**config.mk**
```make
export PLATFORM = sky130hd
export DESIGN_NAME = gap_buffer_line_editor
export DESIGN_NICKNAME = d
export VERILOG_FILES = /design/src/hw/rtl/gble_pkg.sv /design/src/hw/rtl/gap_buffer_line_editor.sv /design/src/hw/rtl/gble_front.sv /design/src/hw/rtl/gble_queue.sv /design/src/hw/rtl/gble_back.sv
export VERILOG_INCLUDE_DIRS = /design/src /design/src/hw/rtl
export SDC_FILE = /design/constraint.sdc
export NUM_CORES = 1
export LEC_CHECK = 0
export BUFFER_PORTS_ARGS = -buffer_cell sky130_fd_sc_hd__buf_2
export CORE_ASPECT_RATIO = 1.4
export CORE_MARGIN = 2
export CORE_UTILIZATION = 35
export CTS_CLUSTER_SIZE = 12
export DETAILED_ROUTE_END_ITERATION = 10
export GPL_TIMING_DRIVEN = 0
export PLACE_DENSITY = 0.54
export SYNTH_ARGS = -nofsm -noshare
export SYNTH_HDL_FRONTEND = slang
export SYNTH_SLANG_ARGS = --single-unit
```
**constraint.sdc**
```tcl
create_clock -name clk -period 3.5 [get_ports clk]
set_clock_uncertainty 0.2 [all_clocks]
set_input_delay 0.35 -clock clk [delete_from_list [all_inputs] [get_ports clk]]
set_output_delay 0.35 -clock clk [all_outputs]
set_load 0.02 [all_outputs]
```
**src/hw/rtl/gap_buffer_line_editor_defines.svh**
```systemverilog
// ----------------------------------------------------------------------------
// gap buffer line editor assertion macros
// concurrent assertion helpers, compiled out when ASSERT_OFF is set
// ----------------------------------------------------------------------------
`ifndef GAP_BUFFER_LINE_EDITOR_DEFINES_SVH
`define GAP_BUFFER_LINE_EDITOR_DEFINES_SVH

`ifndef ASSERT_OFF
`define ASSERT_ALWAYS(lbl, clk, rst, prop, msg) \
  lbl: assert property (@(posedge clk) disable iff (rst) (prop)) else $error(msg);
`define ASSERT_NEXT(lbl, clk, rst, ante, cons, msg) \
  lbl: assert property (@(posedge clk) disable iff (rst) (ante) |=> (cons)) else $error(msg);
`else
`define ASSERT_ALWAYS(lbl, clk, rst, prop, msg)
`define ASSERT_NEXT(lbl, clk, rst, ante, cons, msg)
`endif

`endif

```
**src/hw/rtl/gble_pkg.sv**
```systemverilog
// ----------------------------------------------------------------------------
// gble_pkg
// shared types and key codes of the gap buffer line editor
// ----------------------------------------------------------------------------
package gble_pkg;

  localparam logic [7:0] KEY_DEL     = 8'h7F;
  localparam logic [7:0] KEY_ESC     = 8'h1B;
  localparam logic [7:0] KEY_BRACKET = 8'h5B;
  localparam logic [7:0] KEY_UP      = 8'h41;
  localparam logic [7:0] KEY_DOWN    = 8'h42;
  localparam logic [7:0] KEY_RIGHT   = 8'h43;
  localparam logic [7:0] KEY_LEFT    = 8'h44;
  localparam logic [7:0] PRINT_LO    = 8'h20;
  localparam logic [7:0] PRINT_HI    = 8'h7E;

  localparam logic [1:0] EV_NONE = 2'd0;
  localparam logic [1:0] EV_UP   = 2'd1;
  localparam logic [1:0] EV_DOWN = 2'd2;

  localparam int Q_DEPTH = 2;

  typedef enum logic [2:0] {
    OP_NONE   = 3'd0,
    OP_INSERT = 3'd1,
    OP_DELETE = 3'd2,
    OP_LEFT   = 3'd3,
    OP_RIGHT  = 3'd4,
    OP_UP     = 3'd5,
    OP_DOWN   = 3'd6
  } op_t;

  typedef struct packed {
    op_t        op;
    logic [7:0] ch;
  } cmd_t;

  typedef struct packed {
    logic full;
    logic empty;
  } q_status_t;

endpackage

```
**src/hw/rtl/gap_buffer_line_editor.sv**
```systemverilog
// ----------------------------------------------------------------------------
// gap_buffer_line_editor
// terminal line editor on a gap buffer, redraws the line after every chunk
// ----------------------------------------------------------------------------
// channel  dir  tdata                                       tlast     tuser
// s_axis   in   [1:0] count [9:2] b0 [17:10] b1 [25:18] b2  -         -
// m_axis   out  [7:0] line_char [12:8] cursor_column        is_final  arrow_event
//
// an item reads the line back one character at a time through the registered
// read port of the line store; a move first copies one character across the gap
// up to two chunks queue ahead of the redraw
// rst clears cursor, gap and control; the line store itself is not cleared
// output stalls hold the redraw, a full queue holds s_tready low
// ----------------------------------------------------------------------------
module gap_buffer_line_editor import gble_pkg::*; #(
  parameter int LINE_SLOTS = 32
) (
  input  logic        clk,
  input  logic        rst,
  input  logic        s_tvalid,
  output logic        s_tready,
  input  logic [31:0] s_tdata,  // byte_count, first_byte, second_byte, third_byte
  output logic        m_tvalid,
  input  logic        m_tready,
  output logic [15:0] m_tdata,  // line_char, cursor_column
  output logic        m_tlast,
  output logic [1:0]  m_tuser   // arrow_event
);

  q_status_t q_status;
  logic      push;
  logic      pop;
  cmd_t      push_cmd;
  cmd_t      head_cmd;

  gble_front u_front (
    .s_tvalid (s_tvalid),
    .s_tready (s_tready),
    .s_tdata  (s_tdata),
    .q_status (q_status),
    .push     (push),
    .cmd      (push_cmd)
  );

  gble_queue u_queue (
    .clk      (clk),
    .rst      (rst),
    .push     (push),
    .push_cmd (push_cmd),
    .pop      (pop),
    .head_cmd (head_cmd),
    .status   (q_status)
  );

  gble_back #(
    .LINE_SLOTS (LINE_SLOTS)
  ) u_back (
    .clk      (clk),
    .rst      (rst),
    .q_valid  (!q_status.empty),
    .q_cmd    (head_cmd),
    .q_pop    (pop),
    .m_tvalid (m_tvalid),
    .m_tready (m_tready),
    .m_tdata  (m_tdata),
    .m_tlast  (m_tlast),
    .m_tuser  (m_tuser)
  );

endmodule

```
**src/hw/rtl/gble_front.sv**
```systemverilog
// ----------------------------------------------------------------------------
// gble_front
// accepts key chunks and classifies them into editor commands
// ----------------------------------------------------------------------------
module gble_front import gble_pkg::*; (
  input  logic        s_tvalid,
  output logic        s_tready,
  input  logic [31:0] s_tdata,
  input  q_status_t   q_status,
  output logic        push,
  output cmd_t        cmd
);

  logic [1:0] byte_count;
  logic [7:0] first_byte;
  logic [7:0] second_byte;
  logic [7:0] third_byte;

  assign byte_count  = s_tdata[1:0];
  assign first_byte  = s_tdata[9:2];
  assign second_byte = s_tdata[17:10];
  assign third_byte  = s_tdata[25:18];

  assign s_tready = !q_status.full;
  assign push     = s_tvalid && !q_status.full;

  always_comb begin
    cmd.op = OP_NONE;
    cmd.ch = first_byte;
    if (byte_count == 2'd1) begin
      if (first_byte >= PRINT_LO && first_byte <= PRINT_HI) begin
        cmd.op = OP_INSERT;
      end else if (first_byte == KEY_DEL) begin
        cmd.op = OP_DELETE;
      end
    end else if (byte_count == 2'd3 && first_byte == KEY_ESC &&
                 second_byte == KEY_BRACKET) begin
      unique case (third_byte)
        KEY_UP:    cmd.op = OP_UP;
        KEY_DOWN:  cmd.op = OP_DOWN;
        KEY_RIGHT: cmd.op = OP_RIGHT;
        KEY_LEFT:  cmd.op = OP_LEFT;
        default:   cmd.op = OP_NONE;
      endcase
    end
  end

endmodule

```
**src/hw/rtl/gble_queue.sv**
```systemverilog
// ----------------------------------------------------------------------------
// gble_queue
// short command queue between the front and the back
// ----------------------------------------------------------------------------
`include "gap_buffer_line_editor_defines.svh"

module gble_queue import gble_pkg::*; (
  input  logic      clk,
  input  logic      rst,
  input  logic      push,
  input  cmd_t      push_cmd,
  input  logic      pop,
  output cmd_t      head_cmd,
  output q_status_t status
);

  localparam int PW = $clog2(Q_DEPTH);

  cmd_t          slots [Q_DEPTH];
  logic [PW-1:0] wr_ptr;
  logic [PW-1:0] rd_ptr;
  logic [PW:0]   count;

  assign status.full  = (count == (PW+1)'(Q_DEPTH));
  assign status.empty = (count == '0);
  assign head_cmd     = slots[rd_ptr];

  always_ff @(posedge clk) begin
    if (push) begin
      slots[wr_ptr] <= push_cmd;
    end
  end

  always_ff @(posedge clk) begin
    if (rst) begin
      wr_ptr <= '0;
      rd_ptr <= '0;
      count  <= '0;
    end else begin
      if (push) begin
        wr_ptr <= wr_ptr + PW'(1);
      end
      if (pop) begin
        rd_ptr <= rd_ptr + PW'(1);
      end
      if (push && !pop) begin
        count <= count + (PW+1)'(1);
      end else if (pop && !push) begin
        count <= count - (PW+1)'(1);
      end
    end
  end

  `ASSERT_ALWAYS(a_count_bound, clk, rst, count <= (PW+1)'(Q_DEPTH), "queue count overrun")
  `ASSERT_ALWAYS(a_no_overflow, clk, rst, !(push && status.full), "push into full queue")
  `ASSERT_ALWAYS(a_no_underflow, clk, rst, !(pop && status.empty), "pop from empty queue")

endmodule

```
**src/hw/rtl/gble_back.sv**
```systemverilog
// ----------------------------------------------------------------------------
// gble_back
// gap buffer store, command execution and serial line redraw
// ----------------------------------------------------------------------------
`include "gap_buffer_line_editor_defines.svh"

module gble_back import gble_pkg::*; #(
  parameter int LINE_SLOTS = 32
) (
  input  logic        clk,
  input  logic        rst,
  input  logic        q_valid,
  input  cmd_t        q_cmd,
  output logic        q_pop,
  output logic        m_tvalid,
  input  logic        m_tready,
  output logic [15:0] m_tdata,
  output logic        m_tlast,
  output logic [1:0]  m_tuser
);

  localparam int AW = $clog2(LINE_SLOTS);
  localparam logic [AW:0]   SLOTS     = (AW+1)'(LINE_SLOTS);
  localparam logic [AW-1:0] LAST_SLOT = AW'(LINE_SLOTS - 1);

  typedef enum logic [5:0] {
    S_IDLE    = 6'b000001,
    S_MOVE_RD = 6'b000010,
    S_MOVE_WR = 6'b000100,
    S_RD      = 6'b001000,
    S_OUT     = 6'b010000,
    S_FIN     = 6'b100000
  } state_t;

  state_t        state;
  logic [AW-1:0] cursor;
  logic [AW-1:0] gap_end;
  logic [AW:0]   p;
  logic [AW-1:0] src;
  logic [AW-1:0] dst;
  logic [1:0]    event_code;
  logic [7:0]    rdata;
  logic [7:0]    mem [LINE_SLOTS];

  logic [AW:0]   eff;
  logic          rd_en;
  logic [AW-1:0] rd_addr;
  logic          wr_en;
  logic [AW-1:0] wr_addr;
  logic [7:0]    wr_data;
  logic [4:0]    col;

  // skip over the gap once the left part is done
  assign eff = (p == {1'b0, cursor}) ? ({1'b0, gap_end} + (AW+1)'(1)) : p;

  assign q_pop   = (state == S_IDLE) && q_valid;
  assign rd_en   = (state == S_MOVE_RD) || ((state == S_RD) && (eff != SLOTS));
  assign rd_addr = (state == S_MOVE_RD) ? src : eff[AW-1:0];
  assign wr_en   = ((state == S_IDLE) && q_valid && (q_cmd.op == OP_INSERT) &&
                    (cursor < gap_end)) || (state == S_MOVE_WR);
  assign wr_addr = (state == S_MOVE_WR) ? dst : cursor;
  assign wr_data = (state == S_MOVE_WR) ? rdata : q_cmd.ch;

  always_ff @(posedge clk) begin
    if (wr_en) begin
      mem[wr_addr] <= wr_data;
    end
    if (rd_en) begin
      rdata <= mem[rd_addr];
    end
  end

  always_ff @(posedge clk) begin
    if (rst) begin
      state      <= S_IDLE;
      cursor     <= '0;
      gap_end    <= LAST_SLOT;
      p          <= '0;
      event_code <= EV_NONE;
    end else begin
      unique case (state)
        S_IDLE: begin
          if (q_valid) begin
            event_code <= EV_NONE;
            p          <= '0;
            state      <= S_RD;
            unique case (q_cmd.op)
              OP_INSERT: begin
                if (cursor < gap_end) begin
                  cursor <= cursor + AW'(1);
                end
              end
              OP_DELETE: begin
                if (cursor != '0) begin
                  cursor <= cursor - AW'(1);
                end
              end
              OP_LEFT: begin
                if (cursor != '0) begin
                  src     <= cursor - AW'(1);
                  dst     <= gap_end;
                  cursor  <= cursor - AW'(1);
                  gap_end <= gap_end - AW'(1);
                  state   <= S_MOVE_RD;
                end
              end
              OP_RIGHT: begin
                if (gap_end != LAST_SLOT) begin
                  src     <= gap_end + AW'(1);
                  dst     <= cursor;
                  cursor  <= cursor + AW'(1);
                  gap_end <= gap_end + AW'(1);
                  state   <= S_MOVE_RD;
                end
              end
              OP_UP:   event_code <= EV_UP;
              OP_DOWN: event_code <= EV_DOWN;
              default: ;
            endcase
          end
        end
        S_MOVE_RD: state <= S_MOVE_WR;
        S_MOVE_WR: state <= S_RD;
        S_RD: begin
          if (eff == SLOTS) begin
            state <= S_FIN;
          end else begin
            p     <= eff + (AW+1)'(1);
            state <= S_OUT;
          end
        end
        S_OUT: begin
          if (m_tready) begin
            state <= S_RD;
          end
        end
        S_FIN: begin
          if (m_tready) begin
            state <= S_IDLE;
          end
        end
        default: state <= S_IDLE;
      endcase
    end
  end

  assign col      = 5'(cursor);
  assign m_tvalid = (state == S_OUT) || (state == S_FIN);
  assign m_tlast  = (state == S_FIN);
  assign m_tuser  = (state == S_FIN) ? event_code : EV_NONE;
  assign m_tdata  = (state == S_FIN) ? {3'b000, col, 8'h00} : {3'b000, 5'b00000, rdata};

  `ASSERT_ALWAYS(a_gap_order, clk, rst, cursor <= gap_end, "cursor beyond gap end")
  `ASSERT_NEXT(a_final_done, clk, rst, (state == S_FIN) && m_tready, state == S_IDLE, "final beat not closing run")
  `ASSERT_NEXT(a_hold_line, clk, rst, state == S_OUT, $stable(cursor) && $stable(gap_end), "line moved during redraw")

endmodule
```
==> results.json, run 1 <==
{
  "drt-initial-drc-count": 529,
  "tns_ps": 0,
  "syn-cell-area_um2": 14500,
  "finalCoreUtilization_pct": 42.1,
  "yosys_warnings": 0,
  "grt.total_usage_pct": 17.4,
  "diodes": 0,
  "critical_path_arrival_ps": 3490,
  "numCtsBuffers": 34,
  "via_per_inst": 5.22,
  "grt_pass1_wl_um": 55900,
  "synthTopCellsByCount": "edfxtp_1 (296), mux2i_1 (161), nor2_1 (85)",
  "setup_violations": 0,
  "grt_max_degree": 33,
  "hold_viol": 0,
  "yosys.area.top_type": "edfxtp_1",
  "period_needed_ps": 3420,
  "max_freq_ghz": 0.292,
  "async_flop_share_pct": 0,
  "drc": 0,
  "p_per_area_nw_per_um2": 565,
  "fin_crit_sh_pct": 97.8,
  "wl_per_cell_um": 21.5,
  "cts_max_level": 2,
  "syn_avg_cell_area_um2": 13.5,
  "cp_max_fo": 10,
  "die_x_um": 176,
  "ys_dominant_reg_cell": "edfxtp_1",
  "grt-ovfl-total": 0,
  "required_ps": 3570,
  "synth_cells": 1077,
  "synth_seq_cells": 325,
  "crit_path_start_kind": "flip-flop",
  "clock_path_buffers": 3,
  "ant_nets": 0,
  "ios": 57,
  "fp-row-count": 88,
  "synth.most_common_cell": "edfxtp_1",
  "yosys-top-cells-area": "edfxtp_1 (61%), mux2i_1 (11%), dfxtp_1 (4.0%), nor2_1 (2.2%), nand2_1 (1.7%)",
  "cts-root-buf": "clkbuf_16",
  "maxCapViolCount": 0,
  "endpoint_kind": "flip-flop",
  "hp-class": "in -> reg",
  "preCtsSetupSlack_ps": -806,
  "finalMaxSlewViolations": 0,
  "nNetsFinal": 1225,
  "worst_pin_slew_ps": 1050,
  "io_buffers": 47,
  "clk_latency_ps": 520,
  "yosysTopAreaCellShare_pct": 61.1,
  "status": "completed",
  "drive_gt1_share_pct": 19.7,
  "drtPass1Iterations": 5,
  "start_util_pct": 35.4,
  "ir_drop_mv": 0.477,
  "critical_path_class": "reg -> reg",
  "wirelength_um": 37200,
  "cts_tree": "built",
  "path_clk_slew_ps": 60,
  "grt_pass1_vias": 9122,
  "finalNonFillerCells": 1730,
  "dr_total_vias": 9025,
  "slew_headroom_pct": 29.7,
  "areaGrowthSynthToFinish_pct": 18.8,
  "dp.cells": 1670,
  "leakagePower_nw": 6.69,
  "antenna_found_initial": 0,
  "fin_ws_ps": 76.7,
  "die_y_um": 245,
  "grt_setup_unrepaired": "no",
  "synth-edff-count": 296,
  "gp_congestion": 0.828,
  "die-area_um2": 43200,
  "post-dp-hpwl_um": 26200,
  "yosysUniqueCellTypes": 78,
  "core_area_um2": 41100,
  "yosysSeqAreaShare_pct": 65.1,
  "cts_num_sinks": 325
}
==> final cells by class <==
type	count	area (um2)
plain buffers	55	374
clock buffers	43	906
clock inverters	7	58.8
fillers	3763	23800
inverters	33	124
multi-input cells	663	5250
flip-flops and latches	325	9470
well taps	540	676
repair buffers	64	425
==> stage by stage <==
step	total power [mW]	hold slack, ps	area [um2]
6_report	9.77	68.5	17300
5_1_grt	10.1	91.6	17300
4_1_cts	9.79	55.7	17000
3_5_place_dp	6.41	296	15600
3_3_place_gp	6.33	285	15500
2_1_floorplan	5.79	246	14600
==> registers in the layout, summed over array words and instances, names as in the netlist, named ones only <==
name               count
u_back.event_code      2
u_queue.count          2
u_back.col             5
u_back.mem           256
u_back.src             5
u_back.p               6
u_queue.rd_ptr         1
u_queue.slots         22
u_back.state           6
u_queue.wr_ptr         1
u_back.dst             5
u_back.gap_end         5
u_back.rdata           8
==> cell families after synthesis <==
group	Yosys count	share of synthesized area, %
DFF	325	65.1
and+or+nand+nor	287	9.85
muxes	166	11.5
AOI/OAI and AO/OA	165	7.75
buffers and inverters	92	2.87
xor gates and xnor gates	28	1.74
adders and majority gates	13	1.12
other	1	0.0258
==> power by group <==
part / internal [mW] / switching [mW] / leakage (nW)
clock network: 1.88 / 1.40 / 0.470
registers: 4.61 / 0.0615 / 2.90
logic: 0.630 / 1.18 / 3.31
==> cell usage in the layout (no fill, tap or decap), drive strengths merged, types with 3 or more instances in the layout <==
master,count
nand2b,20
ha,13
a21oi,42
nor2,88
xor2,8
nor4,10
xnor2,20
dfxtp,29
a2111oi,4
or2,6
conb,3
o22ai,25
and2,14
clkbuf,66
nand4,5
nor3,15
and3,9
buf,84
a31oi,10
clkinv,5
edfxtp,296
a211oi,7
a21o,6
nand2,66
a21boi,3
dlygate4sd3,11
nand3,29
a22oi,3
o31ai,3
inv,34
o211ai,20
mux2i,161
nor3b,8
o21ai,24
mux2,5
==> repair_timing <==
item,CTS,global route
gates cloned,1,0
hold endpoints to repair,22,0
endpoints found under the setup margin,296,272
resized for setup,92,53
hold buffers,11,0
buffers inserted,1,1
pin swaps,5,8
==> worst max-delay path, cell delays in order (launching register included) <==
cell	delay [ps]
dfxtp_1	310
buf_4	170
xor2_2	210
nor2_2	340
nand3_2	200
a31oi_4	330
clkbuf_4	310
a2111oi_0	110
o21ai_0	250
o311ai_1	210
a2111oi_4	530
==> layer usage <==
| layer | vias to the layer above | GRT usage [%] | part of all wire [%] | routed length [um] |
|---|---|---|---|---|
| li1 | 4242 | - | - | - |
| met4 | 0 | 7.44 | 4.5 | 1690 |
| met5 | - | 0 | 0 | 0 |
| met3 | 71 | 2.46 | 3.9 | 1440 |
| met2 | 213 | 32.2 | 53 | 19900 |
| met1 | 4499 | 19.7 | 38 | 14200 |
==> worst paths after layout <==
check / from / end / slack [ps] / cells after the start
worst max-delay path: u_back.col[4]$_SDFFE_PP0P_ / u_back.rdata[5]$_DFFE_PP_ / 80 / 10
worst min-delay path: s_tvalid / u_queue.wr_ptr$_SDFFE_PP0P_ / 70 / 4
worst max register to register: u_back.col[4]$_SDFFE_PP0P_ / u_back.rdata[5]$_DFFE_PP_ / 80 / 10
worst min register to register: u_queue.rd_ptr$_SDFFE_PP0P_ / flip-flop / 300 / 2
(Power assumes the default switching activity.)
==> inputs of run 2 (changes only) <==
Clock period 3.5 ns to 3.84 ns, I/O delays scaled along.
==> run 2 against run 1 <==
  * Register-to-register slack improved by 140 ps
  * Power decreased by 9.7%
  * Hold slack improved by 34 ps
  * Clock-buffer cell count unchanged
  * Non-clock buffer count increased by 2
  * Critical endpoint is now u_back.rdata[2]$_DFFE_PP_
  * Fmax decreased by 5.6%
  * Flip-flop and latch count unchanged
  * Design area decreased by 2.0%
  * Die area unchanged
  * Utilization decreased by 0.85 points
==> results.json, run 2 (synthesized netlist as in run 1, its figures left out) <==
{
  "cpPeakStageDelay_ps": 380,
  "die_y_um": 245,
  "grt_max_degree": 33,
  "diodes": 0,
  "drt-initial-drc-count": 512,
  "worst_pin_slew_ps": 1060,
  "start_util_pct": 35.4,
  "gp_congestion": 0.828,
  "grt_setup_unrepaired": "no",
  "status": "completed",
  "critical_path_class": "reg -> reg",
  "endpoint_kind": "flip-flop",
  "maxCapViolCount": 0,
  "slew_headroom_pct": 29.1,
  "r2r_cells": 12,
  "fp-row-count": 88,
  "nNetsFinal": 1226,
  "hold_depth": 4,
  "reg_top3": "u_back.mem: 256 flops, u_queue.slots: 22 flops, u_back.rdata: 8 flops",
  "cts_tree": "built",
  "finalNonFillerCells": 1731,
  "required_ps": 3920,
  "dr_total_vias": 9013,
  "dp.cells": 1670,
  "post-dp-hpwl_um": 26200,
  "period_needed_ps": 3630,
  "largest_reg_flops": 256,
  "finalMaxSlewViolations": 0,
  "ir_drop_mv": 0.427,
  "areaGrowthSynthToFinish_pct": 16.4,
  "cts_num_sinks": 325,
  "antenna_found_initial": 0,
  "r2r_end": "u_back.rdata[2]$_DFFE_PP_",
  "cp_max_fo": 10,
  "hold_start": "s_tvalid",
  "rr_startpoint": "u_back.col[1]$_SDFFE_PP0P_",
  "num-fill-cells": 3790,
  "grt-ovfl-total": 0,
  "rrSetupSlack_ps": 210,
  "finalCoreUtilization_pct": 41.2,
  "clock_path_buffers": 3,
  "crit_path_start_kind": "flip-flop",
  "holdPathEnd": "u_queue.wr_ptr$_SDFFE_PP0P_",
  "numCtsBuffers": 34,
  "tns_ps": 0,
  "grt_pass1_vias": 9096,
  "max_freq_ghz": 0.276,
  "die_x_um": 176,
  "die-area_um2": 43200,
  "drive_gt1_share_pct": 17.0,
  "grt.total_usage_pct": 17.2,
  "grt_pass1_wl_um": 55500,
  "p_per_area_nw_per_um2": 521,
  "mostFrequentLayoutCell": "edfxtp_1",
  "wl_per_cell_um": 21.2,
  "cts_max_level": 2,
  "crit_path_top_delay_cell": "dfxtp_1",
  "drc": 0,
  "setup_violations": 0,
  "ant_nets": 0,
  "path_clk_slew_ps": 60,
  "cts-root-buf": "clkbuf_16",
  "cp_cell_sequence": "clkbuf_4 > xnor2_1 > and4_1 > buf_6 > nand2_8 > mux2_4 > mux2i_2 > buf_2 > or2_2 > clkbuf_1 > o22ai_1 > nor4_4",
  "fin_crit_sh_pct": 94.5,
  "ios": 57,
  "clk_latency_ps": 520,
  "via_per_inst": 5.21,
  "hp-class": "in -> reg",
  "hold_viol": 0,
  "wirelength_um": 36700,
  "critical_path_arrival_ps": 3710,
  "most-common-layout-cells": "edfxtp_1 (296), mux2i_1 (159), nand2_1 (65)",
  "io_buffers": 47,
  "top_register": "u_back.mem",
  "leakagePower_nw": 6.65,
  "drtPass1Iterations": 5,
  "core_area_um2": 41100
}
[run 2: power by group]
group | switching (mW) | leakage (nW) | internal, mW
combinational | 1.02 | 3.28 | 0.539
clock | 1.28 | 0.470 | 1.72
sequential | 0.0539 | 2.90 | 4.21
[run 2: per-layer routing]
metal | GRT usage (%) | up-vias | wire length (um)
li1 | - | 4235 | -
met1 | 19.5 | 4494 | 14000
met2 | 32.0 | 216 | 19700
met3 | 2.43 | 68 | 1470
met4 | 7.49 | 0 | 1550
met5 | 0 | - | 0
[run 2: timing repair]
item | CTS | global route
cloned | 0 | 0
hold endpoints to repair | 22 | 0
pin swaps | 0 | 1
buffers inserted | 0 | 1
hold buffers | 11 | 0
gates resized for setup | 33 | 27
endpoints found under the setup margin | 82 | 264
[run 2: area by class of cell]
class	count	area, um2	area share (%)
timing repair buffer	63	418	2.47
multi-input combinational	662	4970	29.4
clock buffer	43	906	5.35
sequential	325	9470	55.9
buffer	58	309	1.83
inverter	33	124	0.732
clock inverter	7	58.8	0.347
tap	540	676	3.99
[run 2: worst max path at each step]
stage          cells past startpoint                           start                          end
2_1_floorplan                      9  u_back.gap_end[1]$_SDFFE_PP1P_  u_back.mem[20][0]$_DFFE_PP_
3_3_place_gp                       6    u_back.state[4]$_SDFFE_PP0P_  u_back.mem[12][1]$_DFFE_PP_
3_5_place_dp                      10    u_back.state[4]$_SDFFE_PP0P_    u_back.rdata[3]$_DFFE_PP_
4_1_cts                            9  u_back.gap_end[2]$_SDFFE_PP1P_  u_back.mem[11][7]$_DFFE_PP_
5_1_grt                           12      u_back.col[1]$_SDFFE_PP0P_    u_back.rdata[0]$_DFFE_PP_
6_report                          12      u_back.col[1]$_SDFFE_PP0P_    u_back.rdata[2]$_DFFE_PP_
[run 2: through the flow]
step | total power, mW | area [um2] | setup WS [ps] | hold WS [ps]
final | 8.82 | 16900 | 212 | 102
after global routing | 9.16 | 16900 | 12.6 | 126
after CTS | 8.88 | 16800 | -20.9 | 89.7
after detailed placement | 5.84 | 15600 | -466 | 296
after global placement | 5.77 | 15500 | -879 | 285
after floorplan | 5.28 | 14600 | 871 | 246
[run 2: worst max-delay path: cells and delay by family, from the launching register on]
kind / cells / cell delay [ps]
buffers and inverters: 4 / 960
AOI/OAI and AO/OA: 1 / 260
and+or+nand+nor: 4 / 790
xor gates and xnor gates: 1 / 150
muxes: 2 / 630
DFF: 1 / 380
==> inputs of run 3 (changes only) <==
Settings changed: PLACE_DENSITY 0.54 to 0.55.
==> run 3 against run 2 <==
  * Critical endpoint is now u_back.rdata[3]$_DFFE_PP_
  * First-iteration DRC count up 6.6%
  * Largest power group unchanged
  * Utilization decreased by 0.11 points
  * Sequential share of layout area rose by 0.15 points
  * Global-route usage about the same
  * Largest cell class unchanged
  * Highest routed layer unchanged
==> results.json, run 3 (synthesized netlist as in run 1, its figures left out) <==
{
  "ios": 57,
  "leakagePower_nw": 6.64,
  "max_freq_ghz": 0.270,
  "die_x_um": 176,
  "clock_path_buffers": 3,
  "antenna_found_initial": 0,
  "setup_violations": 0,
  "holdWs_ps": 40.9,
  "via_per_inst": 5.15,
  "grt_setup_unrepaired": "yes",
  "critical_path_class": "reg -> reg",
  "mostFrequentLayoutCell": "edfxtp_1",
  "critical_path_arrival_ps": 3800,
  "ant_nets": 0,
  "numCtsBuffers": 34,
  "dr_total_vias": 8929,
  "cts_tree": "built",
  "drc": 0,
  "grt.total_usage_pct": 17.2,
  "required_ps": 3940,
  "cp_max_fo": 10,
  "cts-root-buf": "clkbuf_16",
  "post-dp-hpwl_um": 26300,
  "wl_per_cell_um": 21.1,
  "hold_start": "s_tvalid",
  "gp_congestion": 0.852,
  "tns_ps": 0,
  "die-area_um2": 43200,
  "hold_depth": 4,
  "largest_reg_flops": 256,
  "drtPass1Iterations": 5,
  "p_per_area_nw_per_um2": 522,
  "top_register": "u_back.mem",
  "cts_max_level": 2,
  "start_util_pct": 35.4,
  "fp-row-count": 88,
  "die_y_um": 245,
  "io_buffers": 47,
  "r2r_end": "u_back.rdata[3]$_DFFE_PP_",
  "wirelength_um": 36600,
  "nNetsFinal": 1226,
  "finalNonFillerCells": 1735,
  "hp-class": "in -> reg",
  "drt-initial-drc-count": 546,
  "cts_num_sinks": 325,
  "endpoint_kind": "flip-flop",
  "slew_headroom_pct": 31.4,
  "grt_max_degree": 33,
  "period_needed_ps": 3700,
  "path_clk_slew_ps": 60,
  "grt_pass1_vias": 9288,
  "num-fill-cells": 3799,
  "ir_drop_mv": 0.369,
  "crit_path_start_kind": "flip-flop",
  "status": "completed",
  "finalMaxSlewViolations": 0,
  "most-common-layout-cells": "edfxtp_1 (296), mux2i_1 (161), buf_2 (67)",
  "drive_gt1_share_pct": 17.2,
  "holdPathEnd": "u_queue.wr_ptr$_SDFFE_PP0P_",
  "clk_latency_ps": 530,
  "fin_crit_sh_pct": 96.5,
  "grt-ovfl-total": 0,
  "r2r_cells": 11,
  "reg_top3": "u_back.mem: 256 flops, u_queue.slots: 22 flops, u_back.rdata: 8 flops",
  "areaGrowthSynthToFinish_pct": 16.1,
  "core_area_um2": 41100,
  "rr_startpoint": "u_back.col[1]$_SDFFE_PP0P_",
  "diodes": 0,
  "maxCapViolCount": 0,
  "dp.cells": 1671,
  "worst_pin_slew_ps": 1020,
  "rrSetupSlack_ps": 140,
  "hold_viol": 0,
  "grt_pass1_wl_um": 55800
}
-- run 3: cell types whose count changed in the layout (fill, tap and decap cells not counted), moves of 3 or more --
cell and delta:
clkbuf_1 +4, nor2_1 -7, clkinv_1 -3, clkbuf_4 -4, nor2_4 +3, o22ai_1 +3
nor4_2 +4, nor4_4 -4, o22ai_2 -3, nor2_2 +4, buf_2 +3
-- run 3: final cells by class --
class                   instances  area (um2)  share of cell area (%)
flip-flops and latches        325        9470                    56.1
clock buffers                  49         948                    5.62
multi-input cells             662        4920                    29.1
clock inverters                 5        27.5                   0.163
plain buffers                  58         302                    1.79
inverters                      33         124                   0.733
repair buffers                 63         420                    2.49
well taps                     540         676                    4.00
-- run 3: report_power, final --
group | internal (mW) | switching (mW)
logic | 0.527 | 1.01
clock network | 1.71 | 1.32
registers | 4.21 | 0.0540
-- run 3: through the flow --
stage	worst slack, ps	cell area [um2]	utilization, %	power (mW)
CTS	-79.6	16800	40.9	8.89
detailed placement	-495	15600	38.0	5.84
finish	135	16900	41.1	8.82
global route	-1.08	16900	41.1	9.16
global placement	-627	15500	37.7	5.76
floorplan	871	14600	-	5.28
-- run 3: worst max path at each step --
stage / startpoint / endpoint / cells after the start
2_1_floorplan: u_back.gap_end[1]$_SDFFE_PP1P_ / u_back.mem[20][0]$_DFFE_PP_ / 9
3_3_place_gp: u_back.state[4]$_SDFFE_PP0P_ / u_back.mem[12][2]$_DFFE_PP_ / 6
3_5_place_dp: u_back.col[1]$_SDFFE_PP0P_ / u_back.rdata[4]$_DFFE_PP_ / 11
4_1_cts: u_back.gap_end[2]$_SDFFE_PP1P_ / u_back.mem[29][3]$_DFFE_PP_ / 9
5_1_grt: u_back.col[1]$_SDFFE_PP0P_ / u_back.rdata[4]$_DFFE_PP_ / 11
6_report: u_back.col[1]$_SDFFE_PP0P_ / u_back.rdata[3]$_DFFE_PP_ / 11
-- run 3: what timing repair did --
action	CTS	global route
gates resized for setup	34	24
endpoints found under the setup margin	151	264
hold buffers	11	0
setup buffers	0	0
pin swaps	0	1
gates cloned	0	0
endpoints found under the hold margin	22	0
-- run 3: worst max-delay path, cell delays in order, from the launching register on --
cell	delay [ps]
dfxtp_1	370
buf_2	240
xnor2_1	150
and4_1	210
buf_6	150
nand2_8	70
mux2_4	350
mux2i_1	340
buf_2	280
o21bai_2	270
o22ai_1	330
nor4_2	510
-- run 3: metal layers --
metal | vias to the layer above | GRT usage, % | wire length, um
met1 | 4387 | 19.7 | 14400
met3 | 72 | 2.04 | 1300
met5 | - | 0 | 0
li1 | 4253 | - | -
met4 | 0 | 8.00 | 1570
met2 | 217 | 31.8 | 19300
